<file path="config.mk">
export PLATFORM = sky130hd
export DESIGN_NAME = fnv1a_key_bucket_index
export DESIGN_NICKNAME = d
export VERILOG_FILES = /design/src/design/fnvkb_pkg.sv /design/src/design/fnv1a_key_bucket_index.sv
export SDC_FILE = /design/constraint.sdc
export NUM_CORES = 1
export LEC_CHECK = 0
export ABC_AREA = 1
export BUFFER_PORTS_ARGS = -buffer_cell sky130_fd_sc_hd__buf_2
export CAP_MARGIN = 20
export CORE_UTILIZATION = 50
export DETAILED_ROUTE_END_ITERATION = 8
export MAX_ROUTING_LAYER = met4
export PLACE_DENSITY = 0.68
export RECOVER_POWER = 50
export SETUP_SLACK_MARGIN = 0.05
export SYNTH_ARGS = -nofsm -noshare
export SYNTH_HDL_FRONTEND = slang
export SYNTH_SLANG_ARGS = --single-unit
</file>
<file path="constraint.sdc">
create_clock -name aclk -period 6.78 [get_ports aclk]
set_input_delay 1.356 -clock aclk [delete_from_list [all_inputs] [get_ports aclk]]
set_output_delay 1.356 -clock aclk [all_outputs]
set_load 0.01 [all_outputs]
</file>
<file path="src/design/fnvkb_pkg.sv">
`timescale 1ns / 1ps

package fnvkb_pkg;

    localparam int unsigned HASH_W   = 32;
    localparam int unsigned BYTE_W   = 8;
    localparam int unsigned STEP_W   = $clog2(HASH_W);

    localparam logic [HASH_W-1:0] FNV_PRIME        = 32'd16777619;
    localparam logic [HASH_W-1:0] FNV_BASIS        = 32'd2166136261;
    localparam logic [HASH_W-1:0] BUCKETS_AT_RESET = 32'd512;

    typedef enum logic [1:0] {
        ST_IDLE,
        ST_DIV,
        ST_FINISH
    } state_t;

endpackage

</file>
<file path="src/design/fnv1a_key_bucket_index.sv">
`timescale 1ns / 1ps

// Channel   Dir  Handshake            Payload
// s_        in   s_valid / s_ready    s_key_byte[7:0]
// m_        out  m_valid / m_ready    m_bucket_index[31:0], m_full_hash[31:0]
// cfg_      in   cfg_wr_en            cfg_wr_data[31:0] (bucket count)
//
// Non-zero key byte: hash update at the accept edge.
// Zero byte (key end): its beat, then the restoring subtractor for the bucket remainder
// (ST_DIV), then the load of the output register (ST_FINISH); the next byte is taken
// after that load at the earliest, and the load waits while the previous result is still waiting.
// A waiting result does not block key bytes once the remainder is loaded.
// aresetn (synchronous, active low) loads the basis and a count of 512.
module fnv1a_key_bucket_index (
    input  logic        aclk,
    input  logic        aresetn,
    input  logic        s_valid,
    output logic        s_ready,
    input  logic [7:0]  s_key_byte,
    output logic        m_valid,
    input  logic        m_ready,
    output logic [31:0] m_bucket_index,
    output logic [31:0] m_full_hash,
    input  logic        cfg_wr_en,
    input  logic [31:0] cfg_wr_data
);

    fnvkb_pkg::state_t state_reg, state_next;

    logic [fnvkb_pkg::HASH_W-1:0] hash_reg, hash_next;
    logic [fnvkb_pkg::HASH_W-1:0] bucket_count_reg;
    logic [fnvkb_pkg::HASH_W-1:0] key_hash_reg, key_hash_next;
    logic [fnvkb_pkg::HASH_W-1:0] dvd_reg, dvd_next;
    logic [fnvkb_pkg::HASH_W-1:0] rem_reg, rem_next;
    logic [fnvkb_pkg::STEP_W-1:0] cnt_reg, cnt_next;
    logic                         m_valid_reg, m_valid_next;
    logic [fnvkb_pkg::HASH_W-1:0] m_bucket_index_reg, m_bucket_index_next;
    logic [fnvkb_pkg::HASH_W-1:0] m_full_hash_reg, m_full_hash_next;

    logic                         s_beat;
    logic                         out_free;
    logic [fnvkb_pkg::HASH_W:0]   trial;
    logic [fnvkb_pkg::HASH_W:0]   diff;

    assign s_ready        = (state_reg == fnvkb_pkg::ST_IDLE);
    assign s_beat         = s_valid && s_ready;
    assign out_free       = !m_valid_reg || m_ready;
    assign m_valid        = m_valid_reg;
    assign m_bucket_index = m_bucket_index_reg;
    assign m_full_hash    = m_full_hash_reg;

    // one restoring step
    assign trial = {rem_reg, dvd_reg[fnvkb_pkg::HASH_W-1]};
    assign diff  = trial - {1'b0, bucket_count_reg};

    always_comb begin
        state_next          = state_reg;
        hash_next           = hash_reg;
        key_hash_next       = key_hash_reg;
        dvd_next            = dvd_reg;
        rem_next            = rem_reg;
        cnt_next            = cnt_reg;
        m_valid_next        = m_valid_reg;
        m_bucket_index_next = m_bucket_index_reg;
        m_full_hash_next    = m_full_hash_reg;

        if (m_valid_reg && m_ready) begin
            m_valid_next = 1'b0;
        end

        case (state_reg)
            fnvkb_pkg::ST_IDLE: begin
                if (s_beat) begin
                    if (s_key_byte != '0) begin
                        hash_next = (hash_reg ^ {{(fnvkb_pkg::HASH_W-fnvkb_pkg::BYTE_W){1'b0}},
                                                 s_key_byte}) * fnvkb_pkg::FNV_PRIME;
                    end else begin
                        key_hash_next = hash_reg;
                        dvd_next      = hash_reg;
                        rem_next      = '0;
                        cnt_next      = '0;
                        hash_next     = fnvkb_pkg::FNV_BASIS;
                        state_next    = fnvkb_pkg::ST_DIV;
                    end
                end
            end
            fnvkb_pkg::ST_DIV: begin
                if (trial >= {1'b0, bucket_count_reg}) begin
                    rem_next = diff[fnvkb_pkg::HASH_W-1:0];
                end else begin
                    rem_next = trial[fnvkb_pkg::HASH_W-1:0];
                end
                dvd_next = {dvd_reg[fnvkb_pkg::HASH_W-2:0], 1'b0};
                cnt_next = cnt_reg + 1'b1;
                if (cnt_reg == fnvkb_pkg::STEP_W'(fnvkb_pkg::HASH_W - 1)) begin
                    state_next = fnvkb_pkg::ST_FINISH;
                end
            end
            fnvkb_pkg::ST_FINISH: begin
                if (out_free) begin
                    m_valid_next        = 1'b1;
                    m_bucket_index_next = rem_reg;
                    m_full_hash_next    = key_hash_reg;
                    state_next          = fnvkb_pkg::ST_IDLE;
                end
            end
            default: begin
                state_next = fnvkb_pkg::ST_IDLE;
            end
        endcase
    end

    always_ff @(posedge aclk) begin
        if (!aresetn) begin
            state_reg        <= fnvkb_pkg::ST_IDLE;
            hash_reg         <= fnvkb_pkg::FNV_BASIS;
            bucket_count_reg <= fnvkb_pkg::BUCKETS_AT_RESET;
            cnt_reg          <= '0;
            m_valid_reg      <= 1'b0;
        end else begin
            state_reg   <= state_next;
            hash_reg    <= hash_next;
            cnt_reg     <= cnt_next;
            m_valid_reg <= m_valid_next;
            if (cfg_wr_en) begin
                bucket_count_reg <= cfg_wr_data;
            end
        end
    end

    always_ff @(posedge aclk) begin
        key_hash_reg       <= key_hash_next;
        dvd_reg            <= dvd_next;
        rem_reg            <= rem_next;
        m_bucket_index_reg <= m_bucket_index_next;
        m_full_hash_reg    <= m_full_hash_next;
    end

    a_end_starts_div: assert property (@(posedge aclk) disable iff (!aresetn)
        (s_beat && s_key_byte == '0) |=> (state_reg == fnvkb_pkg::ST_DIV && cnt_reg == '0))
        else $error("key end did not start the remainder");

    a_finish_loads_out: assert property (@(posedge aclk) disable iff (!aresetn)
        (state_reg == fnvkb_pkg::ST_FINISH && out_free) |=> (m_valid && s_ready))
        else $error("finished remainder not loaded");

    a_byte_keeps_idle: assert property (@(posedge aclk) disable iff (!aresetn)
        (s_beat && s_key_byte != '0) |=> (s_ready && $stable(m_full_hash)))
        else $error("key byte disturbed result");

    a_idle_cnt_clear: assert property (@(posedge aclk) disable iff (!aresetn)
        (state_reg == fnvkb_pkg::ST_FINISH) |-> (cnt_reg == '0))
        else $error("step count not wrapped");

endmodule
</file>
## Yosys cells after proc, flatten, opt, wreduce, memory -nomap -nowiden

Cells that the tools add are included.

| operators by class | value |
|---|---|
| add/sub/neg operators | 2 |
| multipliers | 1 |
| divide/modulo/power cells | 0 |
| $lt $le $gt $ge | 1 |
| eq/ne operators | 7 |
| shift-type cells | 0 |
| muxes and demuxes | 19 |
| bitwise gates (word level) | 2 |
| reductions and logical operators | 12 |

Operators with widths:

| cell | count |
|---|---|
| two-way mux 32 bit | 6 |
| case mux 32 bit (2 select lines) | 2 |
| greater-or-equal comparator 33 x 32 -> 1 bit | 1 |
| multiplier 32 x 25 -> 32 bit, second input constant | 1 |
| subtractor 32 bit | 1 |
| bitwise XOR 32 x 8 -> 32 bit | 1 |
| two-way mux 5 bit | 2 |
| case mux 5 bit (2 select lines) | 1 |
| two-way mux 2 bit | 4 |
| nonzero test 8 bit | 1 |
| inequality test 2 bit, second input constant | 3 |
| case mux 2 bit (3 select lines) | 1 |
| AND reduction 3 bit | 2 |
| adder 5 x 1 -> 5 bit, second input constant | 1 |
| equality test 5 bit, second input constant | 1 |
| AND reduction 2 bit | 2 |
| AND reduction 4 bit | 1 |
| two-way mux 1 bit | 3 |
| equality test 2 x 1 -> 1 bit, second input constant | 1 |
| equality test 2 bit, second input constant | 1 |
| logical AND 1 bit | 2 |
| logical NOT 2 bit | 1 |
| inequality test 2 x 1 -> 1 bit, second input constant | 1 |
| nonzero test 2 bit | 1 |
| other kinds (3) | 3 |

| storage, ports and cells | value |
|---|---|
| flip-flop bits (word level) | 232 |
| bits in latches | 0 |
| bits in writable memories | 0 |
| memory bits (read-only) | 0 |
| bits of input ports | 45 |
| logic and storage cells | 54 |
| memories | 0 |

## Depth between registers and ports, before layout

Gate-level depths: netlist of the first run.

| logic depth | value |
|---|---|
| word-level depth | 4 |
| gate-level depth with buffers | 28 |
| gate-level depth less buffers | 28 |

## Least setup slack after synthesis of the first run

No wires, ideal clock.

| path | value |
|---|---|
| path type | input -> register |
| from | input port s_key_byte[6] |
| to | register hash_reg[31] in the netlist's numbering |
| setup time | 0.115 ns |
| arrival time | 5.508 ns |
| path slack | 1.157 ns |
| cell stages on the path | 24 |
| path through | xor2_1 -> ha_1 -> ha_1 -> fa_1 -> ha_1 -> fa_1 -> ha_1 -> inv_1 -> fa_1 -> inv_1 -> ha_1 -> nand2_1 -> nor2_1 -> inv_1 -> nor2_1 -> nand2_1 -> nand3_1 -> nand2_1 -> nand2_1 -> inv_1 -> nand2_1 -> nand2_1 -> nand2_1 -> nand2_1 |

| between the ends | value |
|---|---|
| word-level cells in the longest chain between the ends | 3 |
| elaborated cells on any way between the ends | 4 |
| those cells by class | mul (1); mux (1); bitwise (1); reduce/logical (1) |

Ends and longest elaborated chain:

| what | RTL line | source |
|---|---|---|
| start: declaration | fnv1a_key_bucket_index.sv:19 | `input logic [7:0] s_key_byte,` |
| bitwise XOR 32 x 8 -> 32 bit | fnv1a_key_bucket_index.sv:75 | `hash_next = (hash_reg ^ {{(fnvkb_pkg::HASH_W-fnvkb_pkg::BYTE_W){1'b0}},` |
| multiplier 32 x 25 -> 32 bit | fnv1a_key_bucket_index.sv:76 | `s_key_byte}) * fnvkb_pkg::FNV_PRIME;` |
| two-way mux 32 bit * | fnv1a_key_bucket_index.sv:74 | `if (s_key_byte != '0) begin` |
| end signal: assignment | fnv1a_key_bucket_index.sv:116 | `hash_reg <= fnvkb_pkg::FNV_BASIS;` |
| end signal: assignment | fnv1a_key_bucket_index.sv:122 | `hash_reg <= hash_next;` |
| end: declaration | fnv1a_key_bucket_index.sv:30 | `logic [fnvkb_pkg::HASH_W-1:0] hash_reg, hash_next;` |

Every way passes the cells marked *; elsewhere a longest branch is shown, timed or not.
A chain may end at the register's enable or synchronous reset.

## Worst setup path in the final report of the first run

| path | value |
|---|---|
| from | input port s_key_byte[2] |
| to | register hash_reg[31] in the netlist's numbering |

Same word-level chain as after synthesis.

==> run summary, run 1 <==
Req. time, crit path: 7.22 ns
Final setup viols: 0
Placer Congestion: 0.990
Synth async-reset ratio: 0%
GRT Util Overall: 26.7%
Die ar.: 35500 sq um
initial antenna violation count: 1
status: complete, but fails checks
commonest non-fill, non-tap cell in the layout: nand2_1
Filler cells: 3207
fin util: 57.0%
largest net degree at the start of global routing: 61
number of global-route vias before repair: 14.2k
Max Slew Vio Count: 90
FMAX: 170 MHz
total wire length: 44700 microns
Clock Latency Late Sink: 0.54 ns
fin crit period: 5.89 ns
most frequent cells in the layout: nand2_1, inv_1, ha_1, edfxtp_1, a21oi_1
Mapped Nets: 2445
post-synthesis sequential area ratio: 35.9%
FF-to-FF setup slack: 1.38 ns
vias post-DR: 13.8k
H-tree Lvls: 1
Final Hold Fails: 0
wire length per cell: 16.6 microns
Max Root-Sink Buffers: 3
max-cap violations: 3
fin crit share: 86.9%
Worst-path clk slew: 0.06 ns
# hold bufs at CTS: 0
DRT antenna net count: 0
reg2reg start: hash_reg[2]$_SDFFE_PN1P_
Hold Crit Class: reg2reg
residual DRC count: 0
Synth Warn #: 0
count of cell types in the netlist: 36
vias per inst: 5.13
1st-pass router iterations: 5
Startpoint Class: input pin
Post-Route Setup TNS: 0 ns
global-route wire length before repair: 72600 microns
CP arrival: 6.33 ns
Ports: 111
clock sink total: 232
Congestion Overflow GR: 0
post-route cell area: 19300 sq um
Core ar.: 33900 sq um
Hold Crit Endpoint: m_full_hash[15]$_DFFE_PP_
# rows: 67
clock root cell: clkbuf_16
Die Width: 189 microns
Post-CTS Setup Repair Bufs: 0
Post-DP HPWL: 35000 microns
Synth Register Bits: 232
sequential cell area: 6250 sq um
multi-input logic area: 9360 sq um
Setup CP Type: in2reg
Clock Skew: 0.0124 ns
worst hold path depth: 0
Max FO, Critical Path: 4
CTS resizes: 0
crit end category: flip-flop
EDFF count, synth: 160
CTS tree: done
Slew @ Worst Pin: 1.75 ns
cells on worst reg2reg path: 24
final net count: 2560
DR iter-0 viols: 783
Post-Syn Area: 17400 sq um
Synth-to-Final Area Change: 10.9%
Chip Height: 189 microns
Mapped Cells: 2106
dpl cell area: 18500 sq um
Post-synth top flop: edfxtp_1
reg2reg end: hash_reg[31]$_SDFFE_PN1P_
CTS Buf Count: 26
Avg Cell Area, Syn: 8.26 sq um
failing checks: max-capacitance violations, max-slew violations
Worst slew margin: -17.0%
Starting Density: 51.4%
Worst Min Path Start: key_hash_reg[15]$_DFFE_PP_
RSZ-0062 raised after global routing: false
Port Buffer Count: 110
layout cells sized above 1: 7.01%
synth_stat cells, types with 27 or more instances:
| cell | n | area (sq um) |
|---|---|---|
| o21ai_0 | 63 | 315 |
| inv_1 | 423 | 1590 |
| a21oi_1 | 123 | 616 |
| nand3_1 | 103 | 515 |
| dfxtp_1 | 72 | 1440 |
| nor2_1 | 124 | 465 |
| xor2_1 | 28 | 245 |
| fa_1 | 75 | 1500 |
| edfxtp_1 | 160 | 4800 |
| clkbuf_1 | 29 | 109 |
| ha_1 | 219 | 2740 |
| nand3b_1 | 27 | 203 |
| nand2_1 | 540 | 2030 |
cells by family (layout without fill, tap and decap cells):
group / count (synthesis) / after routing / share of synthesized area [%]
compound gates: 224 / 224 / 7.10
xor+xnor: 36 / 36 / 1.81
fa+ha+maj: 294 / 294 / 24.4
buf+inv: 470 / 605 / 10.4
flops: 232 / 232 / 35.9
other cells: 0 / 1 / 0
simple gates: 850 / 850 / 20.4
worst max-delay path by stage:
| stage | from | to |
|---|---|---|
| final | s_key_byte[2] | hash_reg[31]$_SDFFE_PN1P_ |
| after global routing | s_key_byte[2] | hash_reg[17]$_SDFFE_PN0P_ |
| after detailed placement | s_key_byte[2] | hash_reg[31]$_SDFFE_PN1P_ |
| after CTS | s_key_byte[2] | hash_reg[31]$_SDFFE_PN1P_ |
| after floorplan | s_key_byte[6] | hash_reg[31]$_SDFFE_PN1P_ |
| after global placement | s_key_byte[2] | hash_reg[20]$_SDFFE_PN1P_ |
critical path, cell delays in order:
cell and delay [ns]:
buf_2 0.11, xor2_1 0.55, ha_1 0.35, ha_1 0.33, fa_1 0.50, ha_1 0.22
fa_1 0.48, ha_1 0.29, inv_1 0.05, fa_1 0.53, inv_1 0.04, ha_1 0.33
nand2_1 0.12, nor2_1 0.17, inv_1 0.08, nor2_1 0.15, nand2_1 0.07, nand3_1 0.16
nand2_1 0.08, nand2_1 0.10, inv_1 0.05, nand2_1 0.06, nand2_1 0.04, nand2_1 0.05
nand2_1 0.04
stage by stage:
step | worst slack, ns | std cells | hold WS (ns)
after floorplan | 1.16 | 2106 | 0.400
after global routing | 0.546 | 2690 | 0.416
after detailed placement | 0.293 | 2641 | 0.405
after CTS | 0.864 | 2689 | 0.412
final | 0.887 | 2690 | 0.409
after global placement | 0.362 | 2641 | 0.403
final cells by class:
| type | count | share of cell area [%] |
|---|---|---|
| repair buffers | 126 | 3.09 |
| clock inverters | 10 | 0.590 |
| diodes | 1 | 0.0130 |
| inverters | 431 | 8.38 |
| multi-input cells | 1404 | 48.5 |
| clock buffers | 38 | 4.14 |
| flip-flops and latches | 232 | 32.4 |
| well taps | 448 | 2.90 |
layer usage:
layer | global-route usage, % | wire length [microns] | up-vias
li1 | - | - | 6948
met1 | 31.3 | 18700 | 6475
met2 | 47.0 | 22300 | 279
met3 | 2.89 | 1870 | 99
met4 | 10.2 | 1740 | 0
met5 | - | 0 | -
Power of run 1 is left out: the tool's default activity adds up to more than one toggle a clock period on the data nets, which glitch-free logic cannot reach.
==> inputs of run 2 (changes only) <==
==> constraint.sdc (replaced) <==
create_clock -name aclk -period 6.1 [get_ports aclk]
set_input_delay 1.22 -clock aclk [delete_from_list [all_inputs] [get_ports aclk]]
set_output_delay 1.22 -clock aclk [all_outputs]
set_load 0.01 [all_outputs]
==> run 2 against run 1 <==
Net effect:
- the flow still finishes with violations (max-capacitance violations, max-slew violations)
- non-clock buffer count up 19
- count of clock-buffer cells in the layout down 5
- die area unchanged
- via count up 0.54%
- utilization up 0.35 points
- sequential cell count unchanged
- worst setup slack worse by 0.49 ns
- global-route usage up 0.91 points
- worst hold slack better by 0.0065 ns
==> run summary, run 2 (synthesized netlist as in run 1, its figures left out) <==
status: complete, but fails checks
failing checks: max-capacitance violations, max-slew violations
final net count: 2580
crit end category: flip-flop
DR iter-0 viols: 635
Post-CTS Setup Repair Bufs: 0
Setup crit start: s_key_byte[6]
global-route wire length before repair: 75100 microns
CTS Buf Count: 27
Worst-path clk slew: 0.06 ns
Hold Crit Class: reg2reg
Filler cells: 3188
Congestion Overflow GR: 0
number of global-route vias before repair: 14.5k
Max FO, Critical Path: 6
1st-pass router iterations: 5
largest net degree at the start of global routing: 69
fin crit share: 93.6%
# hold bufs at CTS: 0
Startpoint Class: input pin
Max Slew Vio Count: 162
Clock Skew: 0.0130 ns
Clock Latency Late Sink: 0.55 ns
Synth-to-Final Area Change: 11.6%
FMAX: 175 MHz
wire length per cell: 17.0 microns
CTS resizes: 0
Setup CP Type: in2reg
RSZ-0062 raised after global routing: false
initial antenna violation count: 0
layout cells sized above 1: 8.27%
FF-to-FF setup slack: 0.64 ns
Slew @ Worst Pin: 2.76 ns
Max Root-Sink Buffers: 3
Placer Congestion: 0.969
Worst slew margin: -83.7%
Req. time, crit path: 6.54 ns
commonest non-fill, non-tap cell in the layout: nand2_1
Core ar.: 33900 sq um
Chip Height: 189 microns
CP arrival: 6.15 ns
Ports: 111
Port Buffer Count: 110
dpl cell area: 18600 sq um
vias post-DR: 13.9k
max-cap violations: 4
GRT Util Overall: 27.6%
residual DRC count: 0
fin crit period: 5.71 ns
Worst Min Path Start: key_hash_reg[20]$_DFFE_PP_
post-route cell area: 19400 sq um
# rows: 67
Diodes inserted: 0
Final setup viols: 0
clock root cell: clkbuf_16
clock sink total: 232
CTS tree: done
Die ar.: 35500 sq um
Post-DP HPWL: 36000 microns
vias per inst: 5.12
DRT antenna net count: 0
most frequent cells in the layout: nand2_1, inv_1, ha_1, edfxtp_1
Final Hold Fails: 0
H-tree Lvls: 1
reg2reg start: hash_reg[21]$_SDFFE_PN0P_
Starting Density: 51.4%
total wire length: 46000 microns
Die Width: 189 microns
run 2: cell types whose count changed in the layout (fill, tap and decap cells not counted):
cell,change
buf_4,+9
buf_16,+1
diode_2,-1
nor2_1,+1
clkbuf_8,-3
clkinvlp_4,+2
buf_2,+21
clkbuf_1,-12
clkinv_1,+1
clkbuf_16,-2
nor2_4,-1
bufinv_16,+1
clkinv_4,+2
run 2: stage by stage:
step	setup WS (ns)	utilization [%]	hold WS (ns)	cells	setup TNS [ns]
after global placement	-0.131	54.9	0.401	2659	-0.290
after floorplan	0.613	-	0.400	2106	0
final	0.393	57.3	0.416	2709	0
after global routing	0.0599	57.3	0.419	2709	0
after detailed placement	-0.128	55.0	0.405	2660	-0.328
after CTS	0.411	57.6	0.418	2709	0
run 2: routing by layer:
| metal | vias to the layer above | routed length [microns] | GRT usage (%) |
|---|---|---|---|
| li1 | 6973 | - | - |
| met1 | 6587 | 19400 | 32.0 |
| met2 | 241 | 23500 | 49.6 |
| met3 | 75 | 1490 | 2.66 |
| met4 | 0 | 1580 | 9.74 |
| met5 | - | 0 | - |
run 2: final cells by class:
class	count	area [sq um]	area share, %
clock buffer	33	708	3.65
tap	448	561	2.89
inverter	431	1620	8.33
multi-input combinational	1404	9350	48.2
timing repair buffer	145	752	3.87
sequential	232	6250	32.2
clock inverter	16	180	0.928
run 2: worst paths after layout:
check,end,depth (start not counted)
worst max-delay path,hash_reg[31]$_SDFFE_PN1P_,25
worst min-delay path,m_full_hash[20]$_DFFE_PP_,0
worst max register to register,hash_reg[31]$_SDFFE_PN1P_,24
worst min register to register,m_full_hash[20]$_DFFE_PP_,0
run 2: critical path, stage by stage:
cell and delay (ns):
buf_2 0.10, xor2_1 0.58, ha_1 0.35, ha_1 0.30, fa_1 0.50, ha_1 0.21
fa_1 0.47, ha_1 0.29, inv_1 0.05, fa_1 0.54, inv_1 0.04, ha_1 0.35
nand2_1 0.11, nor2_1 0.16, inv_1 0.08, nor2_1 0.12, nand2_1 0.07, nand3_1 0.16
nand2_1 0.10, nand2_1 0.10, inv_1 0.04, nand2_1 0.06, nand2_1 0.05, nand2_1 0.05
nand2_1 0.05
Power of run 2 is left out for the same reason.
